`config.mk`:
```
export PLATFORM = sky130hd
export DESIGN_NAME = i2c_register_access_master
export DESIGN_NICKNAME = d
export VERILOG_FILES = /design/src/rtl/ira_pkg.sv /design/src/rtl/i2c_register_access_master.sv /design/src/rtl/ira_core.sv
export SDC_FILE = /design/constraint.sdc
export NUM_CORES = 1
export LEC_CHECK = 0
export BUFFER_PORTS_ARGS = -buffer_cell sky130_fd_sc_hd__buf_4
export CELL_PAD_IN_SITES_DETAIL_PLACEMENT = 1
export CELL_PAD_IN_SITES_GLOBAL_PLACEMENT = 2
export CORE_ASPECT_RATIO = 0.5
export CORE_MARGIN = 5
export CORE_UTILIZATION = 38
export CTS_CLUSTER_DIAMETER = 200
export DETAILED_ROUTE_END_ITERATION = 8
export PLACE_DENSITY = 0.8
export SYNTH_ARGS = -nofsm -noshare
export SYNTH_HDL_FRONTEND = slang
export SYNTH_SLANG_ARGS = --single-unit
```
`constraint.sdc`:
```
create_clock -name i_clk -period 5.85 [get_ports i_clk]
set_input_delay 0.2925 -clock i_clk [delete_from_list [all_inputs] [get_ports i_clk]]
set_output_delay 0.2925 -clock i_clk [all_outputs]
set_load 0.02 [all_outputs]
```
`src/rtl/ira_pkg.sv`:
```
package ira_pkg;

    localparam int unsigned DEV_ADDR_W  = 7;
    localparam int unsigned ACK_LIMIT_W = 16;
    localparam int unsigned CFG_IDX_W   = 2;
    localparam int unsigned STEP_W      = 4;

    localparam logic [DEV_ADDR_W-1:0]  DEV_ADDR_RESET  = 7'd45;
    localparam logic [ACK_LIMIT_W-1:0] ACK_LIMIT_RESET = 16'd300;

    localparam logic [STEP_W-1:0] WR_LEN = 4'd8;
    localparam logic [STEP_W-1:0] RD_LEN = 4'd10;

    localparam logic [CFG_IDX_W-1:0] CFG_DEV_ADDR  = 2'd0;
    localparam logic [CFG_IDX_W-1:0] CFG_ACK_LIMIT = 2'd1;

    localparam logic [1:0] OP_TICK  = 2'd0;
    localparam logic [1:0] OP_WRITE = 2'd1;
    localparam logic [1:0] OP_READ  = 2'd2;
    localparam logic [1:0] OP_SPARE = 2'd3;

    typedef enum logic [3:0] {
        SEG_NONE,
        SEG_START,
        SEG_WADDR,
        SEG_WREG,
        SEG_WDATA,
        SEG_RADDR,
        SEG_ACK,
        SEG_RBYTE,
        SEG_STOP
    } t_seg;

    typedef struct packed {
        logic [1:0] op;
        logic [7:0] reg_addr;
        logic [7:0] write_data;
        logic       sda_in;
    } t_item;

    typedef struct packed {
        logic       scl;
        logic       sda;
        logic       busy_res;
        logic       done_res;
        logic [7:0] read_data;
        logic       ack_missing;
    } t_res;

    function automatic t_seg prog_seg(input logic is_read, input logic [STEP_W-1:0] step);
        t_seg seg;
        seg = SEG_NONE;
        if (is_read) begin
            unique case (step)
                4'd1:    seg = SEG_START;
                4'd2:    seg = SEG_WADDR;
                4'd3:    seg = SEG_ACK;
                4'd4:    seg = SEG_WREG;
                4'd5:    seg = SEG_ACK;
                4'd6:    seg = SEG_START;
                4'd7:    seg = SEG_RADDR;
                4'd8:    seg = SEG_ACK;
                4'd9:    seg = SEG_RBYTE;
                4'd10:   seg = SEG_STOP;
                default: seg = SEG_NONE;
            endcase
        end else begin
            unique case (step)
                4'd1:    seg = SEG_START;
                4'd2:    seg = SEG_WADDR;
                4'd3:    seg = SEG_ACK;
                4'd4:    seg = SEG_WREG;
                4'd5:    seg = SEG_ACK;
                4'd6:    seg = SEG_WDATA;
                4'd7:    seg = SEG_ACK;
                4'd8:    seg = SEG_STOP;
                default: seg = SEG_NONE;
            endcase
        end
        return seg;
    endfunction

endpackage

```
`src/rtl/i2c_register_access_master.sv`:
```
// An item is held in the input register; its result is then registered in the output register.
// Throughput: one item per cycle unless the output stalls; the input and output registers decouple both sides.
// Each item advances the I2C sequencer by at most one bus phase.
// Reset (synchronous, active low): sequencer idle, SCL and SDA released,
// device address 45, ACK wait limit 300, both item registers empty.
module i2c_register_access_master (
    input  logic                             i_clk,
    input  logic                             i_rst_n,
    input  logic                             i_s_tvalid,
    output logic                             o_s_tready,
    input  logic [23:0]                      i_s_tdata,  // reg_addr[7:0], write_data[15:8], sda_in[16], zero
    input  logic [1:0]                       i_s_tuser,  // op[1:0]
    output logic                             o_m_tvalid,
    input  logic                             i_m_tready,
    output logic [15:0]                      o_m_tdata,  // scl, sda, busy_res, done_res, read_data[11:4], ack_missing[12], zero
    input  logic                             i_cfg_valid,
    output logic                             o_cfg_ready,
    input  logic [ira_pkg::CFG_IDX_W-1:0]    i_cfg_index,
    input  logic [15:0]                      i_cfg_data
);
    import ira_pkg::*;

    logic                   r_in_valid;
    t_item                  r_in;
    logic                   r_out_valid;
    t_res                   r_out;
    logic [DEV_ADDR_W-1:0]  r_dev_addr;
    logic [ACK_LIMIT_W-1:0] r_ack_limit;
    logic                   adv;
    t_res                   res;

    assign adv         = r_in_valid && (!r_out_valid || i_m_tready);
    assign o_s_tready  = !r_in_valid || adv;
    assign o_cfg_ready = 1'b1;

    always_ff @(posedge i_clk) begin
        if (!i_rst_n) begin
            r_in_valid  <= 1'b0;
            r_out_valid <= 1'b0;
            r_dev_addr  <= DEV_ADDR_RESET;
            r_ack_limit <= ACK_LIMIT_RESET;
        end else begin
            if (o_s_tready) r_in_valid <= i_s_tvalid;
            if (adv) r_out_valid <= 1'b1;
            else if (i_m_tready) r_out_valid <= 1'b0;
            if (i_cfg_valid) begin
                unique case (i_cfg_index)
                    CFG_DEV_ADDR:  r_dev_addr  <= i_cfg_data[DEV_ADDR_W-1:0];
                    CFG_ACK_LIMIT: r_ack_limit <= i_cfg_data[ACK_LIMIT_W-1:0];
                    default: ;
                endcase
            end
        end
    end

    always_ff @(posedge i_clk) begin
        if (o_s_tready && i_s_tvalid) begin
            r_in.op         <= i_s_tuser;
            r_in.reg_addr   <= i_s_tdata[7:0];
            r_in.write_data <= i_s_tdata[15:8];
            r_in.sda_in     <= i_s_tdata[16];
        end
        if (adv) r_out <= res;
    end

    ira_core u_core (
        .i_clk       (i_clk),
        .i_rst_n     (i_rst_n),
        .i_adv       (adv),
        .i_item      (r_in),
        .i_dev_addr  (r_dev_addr),
        .i_ack_limit (r_ack_limit),
        .o_res       (res)
    );

    assign o_m_tvalid = r_out_valid;
    assign o_m_tdata  = {3'b000, r_out.ack_missing, r_out.read_data, r_out.done_res,
                         r_out.busy_res, r_out.sda, r_out.scl};

endmodule

```
`src/rtl/ira_core.sv`:
```
module ira_core (
    input  logic                             i_clk,
    input  logic                             i_rst_n,
    input  logic                             i_adv,
    input  ira_pkg::t_item                   i_item,
    input  logic [ira_pkg::DEV_ADDR_W-1:0]   i_dev_addr,
    input  logic [ira_pkg::ACK_LIMIT_W-1:0]  i_ack_limit,
    output ira_pkg::t_res                    o_res
);
    import ira_pkg::*;

    logic [STEP_W-1:0]      r_step, n_step;
    logic [1:0]             r_phase, n_phase;
    logic [3:0]             r_bit_cnt, n_bit_cnt;
    logic [7:0]             r_shift, n_shift;
    logic                   r_is_read, n_is_read;
    logic [7:0]             r_reg, n_reg;
    logic [7:0]             r_data, n_data;
    logic [ACK_LIMIT_W-1:0] r_wait, n_wait;
    logic                   r_fail, n_fail;
    logic [7:0]             r_rx, n_rx;
    logic                   r_scl, n_scl;
    logic                   r_sda, n_sda;
    logic                   n_done;
    t_seg                   seg;
    logic [7:0]             seg_byte;
    logic [3:0]             bit_inc;

    always_ff @(posedge i_clk) begin
        if (!i_rst_n) begin
            r_step    <= '0;
            r_phase   <= '0;
            r_bit_cnt <= '0;
            r_shift   <= '0;
            r_is_read <= 1'b0;
            r_reg     <= '0;
            r_data    <= '0;
            r_wait    <= '0;
            r_fail    <= 1'b0;
            r_rx      <= '0;
            r_scl     <= 1'b1;
            r_sda     <= 1'b1;
        end else if (i_adv) begin
            r_step    <= n_step;
            r_phase   <= n_phase;
            r_bit_cnt <= n_bit_cnt;
            r_shift   <= n_shift;
            r_is_read <= n_is_read;
            r_reg     <= n_reg;
            r_data    <= n_data;
            r_wait    <= n_wait;
            r_fail    <= n_fail;
            r_rx      <= n_rx;
            r_scl     <= n_scl;
            r_sda     <= n_sda;
        end
    end

    always_comb begin
        n_step    = r_step;
        n_phase   = r_phase;
        n_bit_cnt = r_bit_cnt;
        n_shift   = r_shift;
        n_is_read = r_is_read;
        n_reg     = r_reg;
        n_data    = r_data;
        n_wait    = r_wait;
        n_fail    = r_fail;
        n_rx      = r_rx;
        n_scl     = r_scl;
        n_sda     = r_sda;
        n_done    = 1'b0;

        // idle: pick up a new request
        if (prog_seg(r_is_read, r_step) == SEG_NONE) begin
            n_step = '0;
            if (i_item.op == OP_WRITE || i_item.op == OP_READ) begin
                n_is_read = (i_item.op == OP_READ);
                n_reg     = i_item.reg_addr;
                n_data    = i_item.write_data;
                n_fail    = 1'b0;
                n_wait    = '0;
                n_phase   = '0;
                n_bit_cnt = '0;
                n_step    = 4'd1;
            end
        end

        seg = prog_seg(n_is_read, n_step);
        unique case (seg)
            SEG_WADDR: seg_byte = {i_dev_addr, 1'b0};
            SEG_RADDR: seg_byte = {i_dev_addr, 1'b1};
            SEG_WREG:  seg_byte = n_reg;
            default:   seg_byte = n_data;
        endcase
        bit_inc = n_bit_cnt + 4'd1;

        if (n_step != '0) begin
            unique case (seg)
                SEG_START: begin
                    if (n_phase == 2'd0) begin
                        n_sda = 1'b1; n_phase = 2'd1;
                    end else if (n_phase == 2'd1) begin
                        n_scl = 1'b1; n_phase = 2'd2;
                    end else begin
                        n_sda = 1'b0; n_phase = '0; n_bit_cnt = '0; n_step = n_step + 4'd1;
                    end
                end
                SEG_WADDR, SEG_WREG, SEG_WDATA, SEG_RADDR: begin
                    if (n_bit_cnt < 4'd8) begin
                        if (n_phase == 2'd0) begin
                            if (n_bit_cnt == 4'd0) n_shift = seg_byte;
                            n_scl = 1'b0; n_phase = 2'd1;
                        end else if (n_phase == 2'd1) begin
                            n_sda   = n_shift[7];
                            n_shift = {n_shift[6:0], 1'b0};
                            n_phase = 2'd2;
                        end else begin
                            n_scl = 1'b1; n_phase = 2'd0; n_bit_cnt = bit_inc;
                        end
                    end else if (n_phase == 2'd0) begin
                        n_scl = 1'b0; n_phase = 2'd1;
                    end else begin
                        n_sda = 1'b1; n_phase = '0; n_bit_cnt = '0; n_step = n_step + 4'd1;
                    end
                end
                SEG_ACK: begin
                    if (n_phase == 2'd0) begin
                        n_scl = 1'b1; n_wait = '0; n_phase = 2'd1;
                    end else if (i_item.sda_in && n_wait < i_ack_limit) begin
                        n_wait = n_wait + 1'b1;
                    end else begin
                        if (i_item.sda_in) n_fail = 1'b1;
                        n_scl = 1'b0; n_phase = '0; n_bit_cnt = '0; n_step = n_step + 4'd1;
                    end
                end
                SEG_RBYTE: begin
                    if (n_phase == 2'd0) begin
                        n_scl = 1'b0; n_phase = 2'd1;
                    end else if (n_phase == 2'd1) begin
                        n_sda = 1'b1; n_phase = 2'd2;
                    end else if (n_phase == 2'd2) begin
                        n_scl = 1'b1; n_phase = 2'd3;
                    end else begin
                        n_shift   = {n_shift[6:0], i_item.sda_in};
                        n_scl     = 1'b0;
                        n_bit_cnt = bit_inc;
                        if (bit_inc >= 4'd8) begin
                            n_rx = n_shift; n_phase = '0; n_bit_cnt = '0; n_step = n_step + 4'd1;
                        end else begin
                            n_phase = 2'd2;
                        end
                    end
                end
                SEG_STOP: begin
                    if (n_phase == 2'd0) begin
                        n_sda = 1'b0; n_phase = 2'd1;
                    end else if (n_phase == 2'd1) begin
                        n_scl = 1'b1; n_phase = 2'd2;
                    end else begin
                        n_sda = 1'b1; n_phase = '0; n_bit_cnt = '0; n_step = n_step + 4'd1;
                        n_done = 1'b1;
                    end
                end
                default: n_step = '0;
            endcase
            if (n_step > (n_is_read ? RD_LEN : WR_LEN)) n_step = '0;
        end

        o_res.scl         = n_scl;
        o_res.sda         = n_sda;
        o_res.busy_res    = (n_step != '0);
        o_res.done_res    = n_done;
        o_res.read_data   = n_rx;
        o_res.ack_missing = n_fail;
    end

    a_done_idle: assert property (@(posedge i_clk) disable iff (!i_rst_n)
        o_res.done_res |-> !o_res.busy_res)
        else $error("stop completed while still busy");
    a_idle_released: assert property (@(posedge i_clk) disable iff (!i_rst_n)
        (r_step == '0) |-> (r_scl && r_sda))
        else $error("bus lines held low while idle");
    a_bit_range: assert property (@(posedge i_clk) disable iff (!i_rst_n)
        r_bit_cnt <= 4'd8)
        else $error("bit counter out of range");
    a_step_range: assert property (@(posedge i_clk) disable iff (!i_rst_n)
        r_step <= (r_is_read ? RD_LEN : WR_LEN))
        else $error("sequence step past end of program");

endmodule

```
==> results by group <==
Run status
  • Status: complete, no violations

Power
  • Switching pwr: 0.6768 mW
  • Peak supply drop: 0.2087 mV
  • Switching Share: 0.2785
  • Pleak: 3.547 nW
  • Internal Power: 1.753 mW
  • Sequential power share: 0.391
  • Clock power frac: 0.454
  • Comb pwr share: 0.155
  • Pwr/cell area: between 200 and 300 nW/µm²

Synthesis
  • Post-synth ARST share: 0
  • Synth area leader: dfxtp_1
  • Gate Count Post-Synth: 887
  • Most used flip-flop cell after synthesis: dfxtp_1
  • Synth top area share: 0.2401
  • Syn Area/Cell: between 8 and 9 µm²
  • Top cells by area, synth: dfxtp_1, edfxtp_1, nand2_1
  • Mapped Area: 7921 µm²
  • Synth warn: 0
  • Post-synth EDFFs: 32
  • Synthesized flop and latch total: 127
  • Sequential fraction of the synthesis area: 0.3614
  • Post-synthesis cell type count: 105

Route
  • Vias per cell: ~5.5
  • Initial DRT Pass Iterations: 4
  • DR iter-0 viols: 437
  • Drt wl/cell: 19.43 µm
  • Vias: 6794
  • Final wirelength: 23800 µm
  • ANT nets after route: 0
  • DRC viols: 0

Worst setup path
  • Crit path buffers/inverters: 2
  • Startpoint Class: register
  • Crit-path cells: or4_1 -> mux2i_4 -> mux2i_4 -> inv_1 -> ha_1 -> a2111oi_0 -> o22a_1 -> and2_1 -> nor3_1 -> o21ai_0 -> a31oi_1 -> nor2_1 -> ha_1 -> a41o_1 -> a21oi_1 -> o21ai_4 -> inv_1 -> ha_1 -> mux2_2
  • Arrival @ worst endpoint: 5.88 ns
  • Critical-path top delay cell: or4_1
  • Crit Path Category: reg -> reg
  • Critical Path End Type: register
  • Most used cell, CP: ha_1
  • Max FO, Critical Path: 6
  • Worst EP required: 6.16 ns
  • FF-to-FF path depth: 19
  • Slowest stage delay, CP: ~0.73 ns
  • Reg-to-reg slack, setup: 0.28 ns
  • Crit-path leading delay family: compound AO/OA/AOI/OAI gates

CTS
  • Hold buffer count at cts: 0
  • CTS H-tree lvls: 4
  • Clock Root Buffer: clkbuf_16
  • Clock latency at the later pin of the worst-skew pair: 0.43 ns
  • Post_cts resized: 0
  • Total CTS buffers: 17
  • Setup Buffers After CTS: 0
  • Worst-path clk slew: approximately 0.060 ns
  • CTS tree: built
  • Clk sinks: 127
  • Max Root-Sink Buffers: 2

STA
  • Unrepaired setup endpoints after global routing: false
  • Hold slack: 0.03680 ns
  • Fin Setup TNS: 0 ns
  • Hold Vio Cnt, Final: 0
  • Final Max Slew Viols: 0
  • # setup viols final: 0
  • Slew margin rel.: 0.2698
  • Skew final: 0.01061 ns
  • Final period util: 0.9521
  • Max Freq: between 0.15 and 0.2 GHz
  • Worst slew pin tran: 1.095 ns
  • Fin crit period: 5.570 ns

Floorplan
  • Overall die height: 112.1 µm
  • Core area: 20510 µm²
  • Cell Rows: 37
  • Die area: approximately 24000 µm²
  • Die width: around 210 µm
  • IO Count: 68
  • Starting Density: 0.3862

Final layout
  • Area of the multi-input gates: 4591 µm²
  • Max reg flops: 19
  • Final-layout fill cell count: around 2400
  • Register area: 2863 µm²
  • NumNets Final: 1017
  • Largest registers: r_in x19, r_ack_limit x16, u_core.r_wait x16
  • Diodes inserted: 0
  • Layout cells sized above 1: 0.1880
  • Most flops, register: r_in
  • Syn-to-layout area delta: 16.14%

Placement
  • Port buffer count: 56
  • Final HPWL DP: 16910 µm
  • Placer Congestion: 0.9012

Global route
  • First-pass GRT wire length: 38870 µm
  • Grt total ovfl: 0
  • Initial antenna violation count: 0
  • Vias in the first global route: 7226
  • Total GRT Usage: 0.1995
  • Pin count of the biggest net entering global routing: between 90 and 100

Flow run
  • Maxcap violations: 0

Min path
  • Hold EP: r_in[4]
  • Worst hold stages: 1
  • Hold Path Origin: i_s_tdata[11]
  • Min-delay worst type: in -> reg
## kinds of logic (layout without fill, tap and decap cells)
| family | Yosys count | in the layout | share of synthesized area |
|---|---|---|---|
| and+or+nand+nor | 317 | 317 | 0.2066 |
| AOI/OAI and AO/OA | 252 | 252 | 0.2409 |
| adders and majority gates | 29 | 29 | 0.04581 |
| other | 2 | 4 | 0.0009481 |
| muxes | 49 | 49 | 0.06681 |
| DFF | 127 | 127 | 0.3614 |
| buffers and inverters | 96 | 159 | 0.06002 |
| xor gates and xnor gates | 15 | 15 | 0.01753 |
## Yosys cell counts, drive strengths merged, types with 6 or more instances
cell    count
xnor2      10
and2       21
nand4       6
o22ai      10
nor4        6
a22oi      10
nor2b      30
buf        24
nor2       35
dfxtp      95
mux2       11
nand3      24
ha         29
mux2i      38
clkbuf     32
a31oi      13
o21ai      54
and3       13
nand2     139
o211ai      9
a211oi      7
inv        39
edfxtp     32
nor3       18
a21boi     43
a21oi      39
## per-layer routing
metal | GRT usage | vias up | part of all wire
met3 | 0.04258 | 28 | 0.028
met4 | 0.05575 | 0 | 0.014
met5 | 0 | - | 0
met2 | 0.3241 | 98 | 0.46
met1 | 0.2715 | 3360 | 0.50
li1 | - | 3308 | -
## cells in the final DEF, fill, tap and decap left out, types with 20 or more instances in the layout
master and instances:
ha_1 29, a21oi_1 36, nand2_1 138, a21boi_0 40, o21ai_0 40, edfxtp_1 32
inv_1 39, and2_1 20, nor2b_1 29, nor2_1 29, buf_4 88, mux2i_1 36
nand3_1 24, dfxtp_1 95
## worst max-delay path by stage
stage,startpoint,to,cells after the start
finish,register,register,19
global route,register,register,19
CTS,register,register,19
detailed placement,register,register,19
global placement,register,register,19
floorplan,r_in[18],register,22
## area by class of cell
| class | count | area share |
|---|---|---|
| clock inverter | 7 | 0.01102 |
| clock buffer | 25 | 0.05399 |
| timing repair buffer | 88 | 0.07181 |
| inverter | 39 | 0.01591 |
| sequential | 127 | 0.3112 |
| multi-input combinational | 666 | 0.4990 |
| tap | 273 | 0.03713 |
## power by group through the flow
| stage | Sequential [mW] | Clock, mW | Combinational [mW] |
|---|---|---|---|
| after CTS | 0.950 | 1.13 | 0.377 |
| after global placement | 0.967 | 0 | 0.368 |
| after global routing | 0.953 | 1.16 | 0.412 |
| after detailed placement | 0.969 | 0 | 0.374 |
| final | 0.950 | 1.10 | 0.376 |
| after floorplan | 0.970 | 0 | 0.248 |
## metrics by stage
step,total power [mW],worst slack [ns],util,area [µm²],std cells
floorplan,1.217,0.5756,-,7929,889
global placement,1.336,0.5566,0.4194,8602,1193
detailed placement,1.343,0.4886,0.4194,8602,1193
CTS,2.460,0.3796,0.4486,9200,1225
global route,2.529,0.03031,0.4486,9200,1225
finish,2.430,0.2799,0.4486,9200,1225
## worst register-to-register path, cell delays in order (launching register included)
cell and delay [ns]:
dfxtp_1 0.31, or4_1 0.73, mux2i_4 0.28, mux2i_4 0.36
inv_1 0.16, ha_1 0.22, a2111oi_0 0.62, o22a_1 0.36
and2_1 0.31, nor3_1 0.09, o21ai_0 0.18, a31oi_1 0.17
nor2_1 0.22, ha_1 0.27, a41o_1 0.19, a21oi_1 0.29
o21ai_4 0.10, inv_1 0.09, ha_1 0.24, mux2_2 0.27
Note: power is estimated with default switching activity, not from simulation.
